$ cat src/sv/tjp_pkg.sv
// Shared types, constants and a helper function of the trapezoid joint profile block.
`timescale 1ns / 1ps
package tjp_pkg;

  localparam int unsigned NJ            = 7;
  localparam int unsigned POS_W         = 20;
  localparam int unsigned JOINTS_DEF    = 7;
  localparam int unsigned POS_FRAC_DEF  = 16;
  localparam int unsigned ONE_Q16       = 65536;
  localparam int unsigned BLEND_MAX     = 32768;
  localparam int unsigned DIV_STEPS     = 24;
  localparam int unsigned MIN_ACT_COUNT = 6;
  localparam int unsigned IN_DATA_W     = 144;
  localparam int unsigned OUT_DATA_W    = 160;
  localparam int unsigned CFG_W         = 19;

  localparam logic [1:0] REG_MOTION_STEPS   = 2'd0;
  localparam logic [1:0] REG_BLEND_FRACTION = 2'd1;
  localparam logic [1:0] REG_DELTA_SCALE    = 2'd2;

  typedef enum logic [3:0] {
    OP_NONE,
    OP_LATCH,
    OP_ACT_MUL,
    OP_ACT_UPD,
    OP_MUL_D,
    OP_DIV_A,
    OP_DIV_STEP,
    OP_SHAPE,
    OP_DIV_B,
    OP_ALPHA,
    OP_POS_MUL,
    OP_POS_ADD,
    OP_EMIT
  } op_e;

  typedef enum logic [1:0] {
    SEG_LO,
    SEG_HI,
    SEG_MID
  } seg_e;

  typedef struct packed {
    op_e        op;
    logic [2:0] jnt;
  } cmd_t;

  typedef struct packed {
    logic div_done;
    logic out_full;
    logic moving;
  } stat_t;

  // Ready pose in fixed point, rounded to nearest and saturated.
  function automatic logic signed [POS_W-1:0] ready_pose(int unsigned idx, int unsigned frac);
    longint mrad;
    longint mag;
    longint q;
    longint v;
    begin
      case (idx)
        1:       mrad = -785;
        3:       mrad = -2356;
        5:       mrad = 1571;
        6:       mrad = 785;
        default: mrad = 0;
      endcase
      mag = (mrad < 0) ? -mrad : mrad;
      q   = ((mag <<< frac) + 500) / 1000;
      v   = (mrad < 0) ? -q : q;
      if (v > 524287) v = 524287;
      if (v < -524288) v = -524288;
      ready_pose = POS_W'(v);
    end
  endfunction

endpackage

$ cat src/sv/trapezoid_joint_profile_top.sv
// Top level of the seven-joint trapezoidal trajectory generator.
`timescale 1ns / 1ps
// This block turns action requests into smooth joint motions. An action request (tuser 0)
// with at least six valid deltas moves the goal pose by delta times delta_scale per joint,
// saturated to +-8 rad, and makes the old goal the start pose; it gives no result.
// Each tick request (tuser 1) while a motion runs gives one trajectory point k = 0..N,
// with the last point flagged on tlast; a tick while idle is dropped. A tick waits
// before its point enters the output register while that register still holds an
// unread point. Two 48-bit divisions in a shared radix-4 restoring divider dominate
// (24 divide steps each), followed by seven multiply-add steps on the single shared
// multiplier. Requests are
// taken one at a time; a finished point waits in the output register, so the next
// request is accepted while it is still unread. Configuration writes are taken at any
// edge with cfg_we_i high and must only happen while idle.
module trapezoid_joint_profile_top #(
  parameter int unsigned JOINTS        = tjp_pkg::JOINTS_DEF,
  parameter int unsigned POS_FRAC_BITS = tjp_pkg::POS_FRAC_DEF
) (
  input  logic                            clk_i,
  input  logic                            rst_ni,
  input  logic                            s_axis_tvalid,
  output logic                            s_axis_tready,
  // delta_count [2:0], delta_a..delta_g 20 bits each from bit 3 up, zero pad to 144
  input  logic [tjp_pkg::IN_DATA_W-1:0]   s_axis_tdata,
  // func: 0 action, 1 tick
  input  logic                            s_axis_tuser,
  output logic                            m_axis_tvalid,
  input  logic                            m_axis_tready,
  // point_index [15:0], pos_a..pos_g 20 bits each from bit 16 up, zero pad to 160
  output logic [tjp_pkg::OUT_DATA_W-1:0]  m_axis_tdata,
  // last_point
  output logic                            m_axis_tlast,
  input  logic                            cfg_we_i,
  input  logic [1:0]                      cfg_idx_i,
  input  logic [tjp_pkg::CFG_W-1:0]       cfg_data_i
);

  tjp_pkg::cmd_t  cmd;
  tjp_pkg::stat_t stat;

  // The sequencer only needs the request kind and the delta count.
  tjp_ctrl u_ctrl (
    .clk_i      (clk_i),
    .rst_ni     (rst_ni),
    .in_valid_i (s_axis_tvalid),
    .in_func_i  (s_axis_tuser),
    .in_count_i (s_axis_tdata[2:0]),
    .in_ready_o (s_axis_tready),
    .stat_i     (stat),
    .cmd_o      (cmd)
  );

  tjp_dp #(
    .JOINTS        (JOINTS),
    .POS_FRAC_BITS (POS_FRAC_BITS)
  ) u_dp (
    .clk_i       (clk_i),
    .rst_ni      (rst_ni),
    .cmd_i       (cmd),
    .stat_o      (stat),
    .in_data_i   (s_axis_tdata),
    .cfg_we_i    (cfg_we_i),
    .cfg_idx_i   (cfg_idx_i),
    .cfg_data_i  (cfg_data_i),
    .out_valid_o (m_axis_tvalid),
    .out_ready_i (m_axis_tready),
    .out_data_o  (m_axis_tdata),
    .out_last_o  (m_axis_tlast)
  );

endmodule

$ cat src/sv/tjp_ctrl.sv
// Sequencer that steps the datapath through actions and trajectory points.
`timescale 1ns / 1ps
module tjp_ctrl (
  input  logic          clk_i,
  input  logic          rst_ni,
  input  logic          in_valid_i,
  input  logic          in_func_i,
  input  logic [2:0]    in_count_i,
  output logic          in_ready_o,
  input  tjp_pkg::stat_t stat_i,
  output tjp_pkg::cmd_t cmd_o
);

  typedef enum logic [12:0] {
    S_IDLE     = 13'b0000000000001,
    S_ACT_MUL  = 13'b0000000000010,
    S_ACT_UPD  = 13'b0000000000100,
    S_MUL_D    = 13'b0000000001000,
    S_DIV_A    = 13'b0000000010000,
    S_DIV_RUN1 = 13'b0000000100000,
    S_SHAPE    = 13'b0000001000000,
    S_DIV_B    = 13'b0000010000000,
    S_DIV_RUN2 = 13'b0000100000000,
    S_ALPHA    = 13'b0001000000000,
    S_POS_MUL  = 13'b0010000000000,
    S_POS_ADD  = 13'b0100000000000,
    S_EMIT     = 13'b1000000000000
  } state_e;

  state_e     state_q, state_d;
  logic [2:0] jnt_q, jnt_d;
  logic       accept;

  assign in_ready_o = (state_q == S_IDLE);
  assign accept     = in_valid_i && in_ready_o;

  always_comb begin
    state_d    = state_q;
    jnt_d      = jnt_q;
    cmd_o.op   = tjp_pkg::OP_NONE;
    cmd_o.jnt  = jnt_q;
    case (state_q)
      S_IDLE: begin
        jnt_d = '0;
        if (accept) begin
          cmd_o.op = tjp_pkg::OP_LATCH;
          if (!in_func_i) begin
            if (in_count_i >= 3'(tjp_pkg::MIN_ACT_COUNT)) state_d = S_ACT_MUL;
          end else if (stat_i.moving) begin
            state_d = S_MUL_D;
          end
        end
      end
      S_ACT_MUL: begin
        cmd_o.op = tjp_pkg::OP_ACT_MUL;
        state_d  = S_ACT_UPD;
      end
      S_ACT_UPD: begin
        cmd_o.op = tjp_pkg::OP_ACT_UPD;
        if (jnt_q == 3'(tjp_pkg::NJ - 1)) begin
          state_d = S_IDLE;
        end else begin
          jnt_d   = jnt_q + 3'd1;
          state_d = S_ACT_MUL;
        end
      end
      S_MUL_D: begin
        cmd_o.op = tjp_pkg::OP_MUL_D;
        state_d  = S_DIV_A;
      end
      S_DIV_A: begin
        cmd_o.op = tjp_pkg::OP_DIV_A;
        state_d  = S_DIV_RUN1;
      end
      S_DIV_RUN1: begin
        if (stat_i.div_done) state_d = S_SHAPE;
        else cmd_o.op = tjp_pkg::OP_DIV_STEP;
      end
      S_SHAPE: begin
        cmd_o.op = tjp_pkg::OP_SHAPE;
        state_d  = S_DIV_B;
      end
      S_DIV_B: begin
        cmd_o.op = tjp_pkg::OP_DIV_B;
        state_d  = S_DIV_RUN2;
      end
      S_DIV_RUN2: begin
        if (stat_i.div_done) state_d = S_ALPHA;
        else cmd_o.op = tjp_pkg::OP_DIV_STEP;
      end
      S_ALPHA: begin
        cmd_o.op = tjp_pkg::OP_ALPHA;
        jnt_d    = '0;
        state_d  = S_POS_MUL;
      end
      S_POS_MUL: begin
        cmd_o.op = tjp_pkg::OP_POS_MUL;
        state_d  = S_POS_ADD;
      end
      S_POS_ADD: begin
        cmd_o.op = tjp_pkg::OP_POS_ADD;
        if (jnt_q == 3'(tjp_pkg::NJ - 1)) begin
          state_d = S_EMIT;
        end else begin
          jnt_d   = jnt_q + 3'd1;
          state_d = S_POS_MUL;
        end
      end
      S_EMIT: begin
        if (!stat_i.out_full) begin
          cmd_o.op = tjp_pkg::OP_EMIT;
          state_d  = S_IDLE;
        end
      end
      default: begin
        state_d = S_IDLE;
      end
    endcase
  end

  always_ff @(posedge clk_i or negedge rst_ni) begin
    if (!rst_ni) begin
      state_q <= S_IDLE;
      jnt_q   <= '0;
    end else begin
      state_q <= state_d;
      jnt_q   <= jnt_d;
    end
  end

endmodule

$ cat src/sv/tjp_dp.sv
// Datapath: poses, shared multiplier, two-bit-per-cycle divider and output register.
`timescale 1ns / 1ps
module tjp_dp #(
  parameter int unsigned JOINTS        = tjp_pkg::JOINTS_DEF,
  parameter int unsigned POS_FRAC_BITS = tjp_pkg::POS_FRAC_DEF
) (
  input  logic                            clk_i,
  input  logic                            rst_ni,
  input  tjp_pkg::cmd_t                   cmd_i,
  output tjp_pkg::stat_t                  stat_o,
  input  logic [tjp_pkg::IN_DATA_W-1:0]   in_data_i,
  input  logic                            cfg_we_i,
  input  logic [1:0]                      cfg_idx_i,
  input  logic [tjp_pkg::CFG_W-1:0]       cfg_data_i,
  output logic                            out_valid_o,
  input  logic                            out_ready_i,
  output logic [tjp_pkg::OUT_DATA_W-1:0]  out_data_o,
  output logic                            out_last_o
);

  localparam int unsigned ShAct = 32 - POS_FRAC_BITS;
  localparam int unsigned PW    = tjp_pkg::POS_W;

  // configuration
  logic [15:0] steps_q, blend_q;
  logic [18:0] scale_q;

  // motion state
  logic signed [PW-1:0] start_q [tjp_pkg::NJ];
  logic signed [PW-1:0] goal_q  [tjp_pkg::NJ];
  logic signed [PW-1:0] pos_q   [tjp_pkg::NJ];
  logic signed [PW-1:0] dlt_q   [tjp_pkg::NJ];
  logic [2:0]           cnt_q;
  logic [15:0]          step_q;
  logic                 moving_q;

  // profile working registers
  logic [15:0]          n_q;
  logic [15:0]          b_q;
  logic                 last_q;
  logic [30:0]          d_q;
  logic [16:0]          a_q;
  tjp_pkg::seg_e        seg_q;
  logic [16:0]          al_q;
  logic signed [40:0]   prod_q;

  // divider
  logic [30:0]          dv_rem_q;
  logic [47:0]          dv_quo_q;
  logic [30:0]          dv_den_q;
  logic [4:0]           dv_cnt_q;

  // output register
  logic                           out_valid_q;
  logic [tjp_pkg::OUT_DATA_W-1:0] out_data_q;
  logic                           out_last_q;

  logic [2:0]  jnt;
  logic [15:0] n_c, b_c;
  logic [2:0]  lim;

  assign jnt = cmd_i.jnt;
  assign n_c = (steps_q == 16'd0) ? 16'd1 : steps_q;
  assign b_c = (blend_q > 16'(tjp_pkg::BLEND_MAX)) ? 16'(tjp_pkg::BLEND_MAX) : blend_q;
  assign lim = (cnt_q < 3'(JOINTS)) ? cnt_q : 3'(JOINTS);

  // shared multiplier
  logic signed [20:0] mul_a;
  logic [18:0]        mul_b;
  logic signed [40:0] mul_p;

  // profile shaping
  logic [16:0] a_c, u_c, x_c;
  logic        lo_c, hi_c;

  assign a_c  = last_q ? 17'(tjp_pkg::ONE_Q16) : dv_quo_q[16:0];
  assign lo_c = a_c < {1'b0, b_q};
  assign hi_c = a_c > (17'(tjp_pkg::ONE_Q16) - {1'b0, b_q});
  assign u_c  = 17'(tjp_pkg::ONE_Q16) - a_c;
  assign x_c  = lo_c ? a_c : u_c;

  always_comb begin
    mul_a = '0;
    mul_b = '0;
    case (cmd_i.op)
      tjp_pkg::OP_ACT_MUL: begin
        mul_a = 21'(dlt_q[jnt]);
        mul_b = scale_q;
      end
      tjp_pkg::OP_MUL_D: begin
        mul_a = {5'b0, b_c};
        mul_b = {2'b0, 17'(tjp_pkg::ONE_Q16) - {1'b0, b_c}};
      end
      tjp_pkg::OP_SHAPE: begin
        mul_a = {4'b0, x_c};
        mul_b = {2'b0, x_c};
      end
      tjp_pkg::OP_POS_MUL: begin
        mul_a = 21'(goal_q[jnt]) - 21'(start_q[jnt]);
        mul_b = {2'b0, al_q};
      end
      default: begin
        mul_a = '0;
        mul_b = '0;
      end
    endcase
  end

  assign mul_p = mul_a * $signed({1'b0, mul_b});

  // goal update: product scaled down with truncation toward zero, then saturated
  logic signed [40:0] act_sh;
  logic               act_up;
  logic signed [41:0] goal_sum;
  logic signed [PW-1:0] goal_new;

  assign act_sh   = prod_q >>> ShAct;
  assign act_up   = prod_q[40] && ((prod_q & ((41'(1) << ShAct) - 41'(1))) != '0);
  assign goal_sum = 42'(goal_q[jnt]) + 42'(act_sh) + 42'(act_up);

  always_comb begin
    if (goal_sum > 42'sd524287) goal_new = 20'sd524287;
    else if (goal_sum < -42'sd524288) goal_new = -20'sd524288;
    else goal_new = goal_sum[PW-1:0];
  end

  // joint interpolation
  logic signed [40:0] pos_sh;
  logic               pos_up;
  logic signed [41:0] pos_sum;

  assign pos_sh  = prod_q >>> 16;
  assign pos_up  = prod_q[40] && (prod_q[15:0] != 16'd0);
  assign pos_sum = 42'(start_q[jnt]) + 42'(pos_sh) + 42'(pos_up);

  // divider: two restoring steps per cycle
  logic [31:0] r1s, r2s, den32;
  logic        ge1, ge2;
  logic [30:0] r1, r2;

  assign den32 = {1'b0, dv_den_q};
  assign r1s   = {dv_rem_q, dv_quo_q[47]};
  assign ge1   = r1s >= den32;
  assign r1    = ge1 ? 31'(r1s - den32) : r1s[30:0];
  assign r2s   = {r1, dv_quo_q[46]};
  assign ge2   = r2s >= den32;
  assign r2    = ge2 ? 31'(r2s - den32) : r2s[30:0];

  // alpha from the second quotient
  logic        t_big;
  logic [16:0] al_c;
  logic [16:0] mid_num;

  assign t_big   = (dv_quo_q[47:17] != '0) || (dv_quo_q[16] && (dv_quo_q[15:0] != 16'd0));
  assign mid_num = a_q - {2'b0, b_q[15:1]};

  always_comb begin
    if (seg_q == tjp_pkg::SEG_HI) begin
      al_c = t_big ? 17'd0 : 17'(tjp_pkg::ONE_Q16) - dv_quo_q[16:0];
    end else begin
      al_c = t_big ? 17'(tjp_pkg::ONE_Q16) : dv_quo_q[16:0];
    end
  end

  // configuration registers
  always_ff @(posedge clk_i or negedge rst_ni) begin
    if (!rst_ni) begin
      steps_q <= 16'd200;
      blend_q <= 16'd13107;
      scale_q <= 19'd19661;
    end else if (cfg_we_i) begin
      case (cfg_idx_i)
        tjp_pkg::REG_MOTION_STEPS:   steps_q <= cfg_data_i[15:0];
        tjp_pkg::REG_BLEND_FRACTION: blend_q <= cfg_data_i[15:0];
        tjp_pkg::REG_DELTA_SCALE:    scale_q <= cfg_data_i;
        default: ;
      endcase
    end
  end

  // poses and motion state
  always_ff @(posedge clk_i or negedge rst_ni) begin
    if (!rst_ni) begin
      for (int i = 0; i < tjp_pkg::NJ; i++) begin
        start_q[i] <= tjp_pkg::ready_pose(i, POS_FRAC_BITS);
        goal_q[i]  <= tjp_pkg::ready_pose(i, POS_FRAC_BITS);
      end
      step_q   <= '0;
      moving_q <= 1'b0;
    end else begin
      case (cmd_i.op)
        tjp_pkg::OP_ACT_UPD: begin
          start_q[jnt] <= goal_q[jnt];
          if (jnt < lim) goal_q[jnt] <= goal_new;
          if (jnt == 3'(tjp_pkg::NJ - 1)) begin
            step_q   <= '0;
            moving_q <= 1'b1;
          end
        end
        tjp_pkg::OP_EMIT: begin
          if (last_q) moving_q <= 1'b0;
          else step_q <= step_q + 16'd1;
        end
        default: ;
      endcase
    end
  end

  // working registers
  always_ff @(posedge clk_i) begin
    case (cmd_i.op)
      tjp_pkg::OP_LATCH: begin
        cnt_q <= in_data_i[2:0];
        for (int i = 0; i < tjp_pkg::NJ; i++) begin
          dlt_q[i] <= in_data_i[3 + PW*i +: PW];
        end
      end
      tjp_pkg::OP_ACT_MUL: prod_q <= mul_p;
      tjp_pkg::OP_MUL_D: begin
        n_q    <= n_c;
        b_q    <= b_c;
        last_q <= step_q >= n_c;
        d_q    <= mul_p[30:0];
      end
      tjp_pkg::OP_DIV_A: begin
        dv_rem_q <= '0;
        dv_quo_q <= {16'b0, step_q, 16'b0};
        dv_den_q <= {15'b0, n_q};
      end
      tjp_pkg::OP_DIV_STEP: begin
        dv_rem_q <= r2;
        dv_quo_q <= {dv_quo_q[45:0], ge1, ge2};
      end
      tjp_pkg::OP_SHAPE: begin
        a_q    <= a_c;
        prod_q <= mul_p;
        if (lo_c) seg_q <= tjp_pkg::SEG_LO;
        else if (hi_c) seg_q <= tjp_pkg::SEG_HI;
        else seg_q <= tjp_pkg::SEG_MID;
      end
      tjp_pkg::OP_DIV_B: begin
        dv_rem_q <= '0;
        if (seg_q == tjp_pkg::SEG_MID) begin
          dv_quo_q <= {15'b0, mid_num, 16'b0};
          dv_den_q <= 31'(17'(tjp_pkg::ONE_Q16) - {1'b0, b_q});
        end else begin
          dv_quo_q <= {3'b0, prod_q[29:0], 15'b0};
          dv_den_q <= d_q;
        end
      end
      tjp_pkg::OP_ALPHA:   al_q   <= al_c;
      tjp_pkg::OP_POS_MUL: prod_q <= mul_p;
      tjp_pkg::OP_POS_ADD: begin
        pos_q[jnt] <= (jnt < 3'(JOINTS)) ? pos_sum[PW-1:0] : '0;
      end
      default: ;
    endcase
  end

  // divider step count
  always_ff @(posedge clk_i or negedge rst_ni) begin
    if (!rst_ni) begin
      dv_cnt_q <= '0;
    end else if (cmd_i.op == tjp_pkg::OP_DIV_A || cmd_i.op == tjp_pkg::OP_DIV_B) begin
      dv_cnt_q <= 5'(tjp_pkg::DIV_STEPS);
    end else if (cmd_i.op == tjp_pkg::OP_DIV_STEP && dv_cnt_q != '0) begin
      dv_cnt_q <= dv_cnt_q - 5'd1;
    end
  end

  // output register
  always_ff @(posedge clk_i or negedge rst_ni) begin
    if (!rst_ni) begin
      out_valid_q <= 1'b0;
    end else if (cmd_i.op == tjp_pkg::OP_EMIT) begin
      out_valid_q <= 1'b1;
    end else if (out_ready_i) begin
      out_valid_q <= 1'b0;
    end
  end

  always_ff @(posedge clk_i) begin
    if (cmd_i.op == tjp_pkg::OP_EMIT) begin
      out_last_q        <= last_q;
      out_data_q[15:0]  <= step_q;
      for (int i = 0; i < tjp_pkg::NJ; i++) begin
        out_data_q[16 + PW*i +: PW] <= pos_q[i];
      end
      out_data_q[tjp_pkg::OUT_DATA_W-1:16 + PW*tjp_pkg::NJ] <= '0;
    end
  end

  assign out_valid_o     = out_valid_q;
  assign out_data_o      = out_data_q;
  assign out_last_o      = out_last_q;
  assign stat_o.div_done = (dv_cnt_q == '0);
  assign stat_o.out_full = out_valid_q && !out_ready_i;
  assign stat_o.moving   = moving_q;

  a_alpha_range: assert property (@(posedge clk_i) disable iff (!rst_ni)
    (cmd_i.op == tjp_pkg::OP_POS_MUL) |-> (al_q <= 17'(tjp_pkg::ONE_Q16)))
    else $error("alpha above one");

  a_blend_clamp: assert property (@(posedge clk_i) disable iff (!rst_ni)
    (cmd_i.op == tjp_pkg::OP_SHAPE) |-> (b_q <= 16'(tjp_pkg::BLEND_MAX)))
    else $error("blend share not limited");

  a_last_stops: assert property (@(posedge clk_i) disable iff (!rst_ni)
    (cmd_i.op == tjp_pkg::OP_EMIT && last_q) |=> !moving_q)
    else $error("motion continues after last point");

  a_div_count: assert property (@(posedge clk_i) disable iff (!rst_ni)
    dv_cnt_q <= 5'(tjp_pkg::DIV_STEPS))
    else $error("divider step count out of range");

endmodule
$ cat config.mk
export PLATFORM = sky130hd
export DESIGN_NAME = trapezoid_joint_profile_top
export DESIGN_NICKNAME = d
export VERILOG_FILES = /design/src/sv/tjp_pkg.sv /design/src/sv/trapezoid_joint_profile_top.sv /design/src/sv/tjp_ctrl.sv /design/src/sv/tjp_dp.sv
export SDC_FILE = /design/constraint.sdc
export NUM_CORES = 2
export LEC_CHECK = 0
export BUFFER_PORTS_ARGS = -buffer_cell sky130_fd_sc_hd__buf_4
export CELL_PAD_IN_SITES_DETAIL_PLACEMENT = 0
export CELL_PAD_IN_SITES_GLOBAL_PLACEMENT = 1
export CORE_MARGIN = 1
export CORE_UTILIZATION = 35
export CTS_CLUSTER_DIAMETER = 30
export CTS_CLUSTER_SIZE = 28
export DETAILED_ROUTE_END_ITERATION = 8
export GPL_TIMING_DRIVEN = 0
export PLACE_DENSITY_LB_ADDON = 0.3
export SYNTH_ARGS = -nofsm -noshare
export SYNTH_HDL_FRONTEND = slang
export SYNTH_SLANG_ARGS = --single-unit
$ cat constraint.sdc
create_clock -name clk_i -period 35.6 [get_ports clk_i]
set_input_delay 7.12 -clock clk_i [delete_from_list [all_inputs] [get_ports clk_i]]
set_output_delay 7.12 -clock clk_i [all_outputs]
set_load 0.01 [all_outputs]
==> out/summary.txt <==
=================================================================================
Fin nets ...........................................................         7632
Sequential share of power ..........................................        30.9%
Final routed wirelength across all metal layers ....................     228.8 mm
Synthesized area divided by synthesized cell count .................    10.72 um2
Flip-flop cell with the highest count after synthesis ..............     edfxtp_1
Largest net degree at the start of global routing ..................          112
Number of top-level design ports ...................................          334
Status ............................................................. complete, but fails checks
Initial antenna violation count ....................................            8
Post-route antenna net violation count .............................            0
DR vias ............................................................        49410
Synthesis-to-layout area growth ....................................       22.16%
X dimension of the die .............................................     435.5 um
Core region area ...................................................   186000 um2
GRT overflow .......................................................            0
Actual transition at the worst max-transition pin ..................     1.531 ns
Number of warnings reported in the yosys synthesis log .............            0
Sum Neg Setup Slack ................................................         0 ns
Number of buffers added to fix hold violations after cts ...........            0
Pint ...............................................................      3361 uW
Clock Latency Late Sink ............................................      0.87 ns
Clock root buffer master ...........................................    clkbuf_16
TritonCTS clock tree ...............................................         done
Depth of the worst hold-timing path ................................            0
Wire length of the first global-routing pass .......................     334.3 mm
Max-cap violations .................................................            3
Switching share of power ...........................................       32.50%
Peak clock frequency supported by timing ...........................    53.83 MHz
Max Transition Viols Final .........................................           11
Launch point of the worst hold path ................................ u_dp.pos_q[3][8]
Final Hold Fails ...................................................            0
Period minus WS final ..............................................     18.58 ns
Synthesized netlist cell count .....................................         6134
Critical path capture point type ...................................         flop
Share of layout cells above drive strength 1 .......................       14.49%
Power per cell area ................................................ 61.97 nW/um2
Number of H-tree branching levels ..................................            4
Starting Density ...................................................       35.36%
Master of the slowest instance on the critical path ................     clkbuf_1
Highest fanout seen on the critical path ...........................           10
Row count ..........................................................          158
Data required time at the worst endpoint ...........................     36.19 ns
Via count of the first global-routing pass .........................        49670
Worst Path Class, Setup ............................................      reg2reg
Maximum clock skew at final layout .................................   0.09018 ns
Number of clock sinks seen by CTS ..................................         1061
Net Sw Power .......................................................      1619 uW
Fraction of synthesis flops using an asynchronous set or reset pin .       34.87%
Avg Vias per Cell ..................................................        5.245
Final standard cell utilization of the core ........................       43.19%
Failing checks ..................................................... max-capacitance violations, max-slew violations
Count of port buffers added during placement .......................          328
Most frequent cell on the critical path ............................         fa_1
Global-route usage over all layers .................................       23.86%
Largest voltage drop on the vdd net ................................   0.04586 mV
Unrepaired setup endpoints after global routing ....................        false
Cell leakage power .................................................   0.03409 uW
CTS clock-pin slew for the worst setup and hold paths ..............      0.05 ns
Drt initial violations .............................................         4137
Count of state elements after synthesis ............................         1061
Area enclosed by the die boundary ..................................   189700 um2
Logic pwr share ....................................................        23.7%
Half-perimeter wire length after detailed placement ................     178.8 mm
Post-cts repair resize count .......................................            0
Die height .........................................................     435.5 um
Crit path arrival time .............................................     19.17 ns
Post-CTS Setup Inserts .............................................            0
Count of fill cells added during filler insertion ..................        17530
Clock share of power ...............................................        45.3%
EDFF count, synth ..................................................          691
Routability Congestion .............................................       0.9347
Portion of the post-synthesis area used by sequential elements .....       45.81%
Number of unique standard cell types used by synthesis .............          102
Max Buffers Root-to-Sink ...........................................            3
Kind of launch point of the worst setup path .......................         flop
Count of unresolved DRC violations after routing ...................            0
1st-pass router iterations .........................................            6
Stage delay of the slowest cell on the critical path ...............      0.99 ns
Source of the worst register-to-register timing path ............... u_ctrl.jnt_q[2]
Area of the mapped netlist .........................................    65780 um2
Num CTS Buffers ....................................................          233
Average wire per standard cell .....................................     24.29 um
Total setup violations reported at the end of the flow .............            0
Worst slew margin ..................................................      -2.720%
Classification of the worst-slack hold path ........................      reg2reg
Period utilization .................................................       52.19%
Worst setup startpoint ............................................. u_ctrl.jnt_q[2]
Reg2Reg Depth ......................................................           45
=================================================================================
## stage by stage
step / setup WS [ns] / std cells / instance area (um2) / hold WS (ns) / total power [uW]
final: 17.02 / 9420 / 80350 / 0.3921 / 4980
after global routing: 16.43 / 9418 / 80350 / 0.3911 / 5160
after CTS: 17.28 / 9417 / 80340 / 0.3931 / 4986
after detailed placement: 17.28 / 8972 / 71910 / 0.4045 / 2720
after global placement: 17.31 / 8945 / 71350 / 0.4010 / 2717
after floorplan: 23.49 / 6137 / 65790 / 0.4003 / 2253
## per-layer routing
layer	GRT usage [%]	part of all wire [%]
met2	37.29	45
met1	32.07	43
met3	4.651	7.1
met5	0	0
met4	10.56	4.5
## placed cells by master, fill, tap and decap left out, types with 39 or more instances in the layout
cell and n:
a21o_1 95, a21oi_1 243, a22oi_1 39, and2_1 96
buf_4 334, bufinv_16 39, clkbuf_1 259, clkbuf_16 235
clkinv_2 42, dfrtp_1 270, dfstp_2 100, edfxtp_1 691
fa_1 423, ha_1 311, inv_1 690, mux2_2 59
mux2i_1 78, nand2_1 769, nand3_1 73, nand4_1 43
nor2_1 376, nor2b_1 81, nor3_1 67, o21ai_0 392
o21ai_1 78, o22ai_1 54, xnor2_1 143, xor2_1 87
## final timing paths
check                                   end  slack [ns]
min in group asynchronous   u_dp.goal_q[31]        6.20
min                        m_axis_tdata[84]        0.39
max in group asynchronous   u_dp.step_q[14]       27.28
max                         u_dp.prod_q[40]       17.02
min reg2reg                m_axis_tdata[84]        0.39
max reg2reg                 u_dp.prod_q[40]       17.02
## power groups by stage
stage          clock network, uW  registers [uW]  logic (uW)
5_1_grt                     2350            1550        1260
2_1_floorplan                  0            1540         711
6_report                    2260            1540        1180
3_3_place_gp                   0            1580        1140
3_5_place_dp                   0            1560        1160
4_1_cts                     2280            1540        1170
## final cells by class
cell class | instances | area [um2] | share of cell area (%)
multi-input combinational | 4112 | 32030 | 39.86
timing repair buffer | 355 | 2943 | 3.662
sequential | 1061 | 30130 | 37.50
clock inverter | 167 | 2261 | 2.814
inverter | 695 | 2614 | 3.253
buffer | 269 | 1086 | 1.352
tap | 2480 | 3103 | 3.862
clock buffer | 278 | 6172 | 7.682
antenna | 3 | 7.507 | 0.009343
## registers in the layout, indices dropped and copies added (netlist names), 17 cells and up
name and flops:
u_dp.dv_den_q 31, u_dp.start_q 140, u_dp.dv_quo_q 48, u_dp.prod_q 41, u_dp.dv_rem_q 31, u_dp.dlt_q 140, u_dp.goal_q 140, u_dp.d_q 31
u_dp.scale_q 19, u_dp.al_q 17, u_dp.pos_q 140, m_axis_tdata 140, u_dp.a_q 17
## critical path, delay by kind of cell (launching register included)
family / cells / cell delay (ns)
AOI/OAI and AO/OA: 16 / 4.73
and+or+nand+nor: 4 / 1.02
DFF: 1 / 0.35
adders and majority gates: 10 / 5.42
xor gates and xnor gates: 2 / 0.62
buffers and inverters: 13 / 6.11
## kinds of logic (layout without fill, tap and decap cells)
group	Yosys count	count (layout)	synth area share, %
AND/OR/NAND/NOR	1713	1713	11.83
adder cells (fa/ha/maj)	734	734	18.79
buffers and inverters	964	1764	5.598
other	1	7	0.005701
AO/OA/AOI/OAI	1294	1294	12.71
flip-flops	1061	1061	45.81
multiplexers	137	137	2.197
XOR/XNOR	230	230	3.063
## cells in the mapped netlist, drive strengths merged, types with 43 or more instances
cell,n,area (um2)
edfxtp,691,20750
nor3,69,350.3
mux2,59,664.4
ha,311,3891
xnor2,143,1252
nor2,382,1434
inv,692,2597
xor2,87,762.0
nand2,770,2890
mux2i,78,780.8
clkbuf,237,890.9
nand4,43,269.0
dfstp,100,2628
nor2b,81,506.7
fa,423,8468
dfrtp,270,6756
o22ai,54,337.8
nand3,73,365.4
o21ai,474,2380
a21o,96,721.9
and2,99,621.8
a21oi,254,1395
Note: power is estimated with default switching activity, not from simulation.
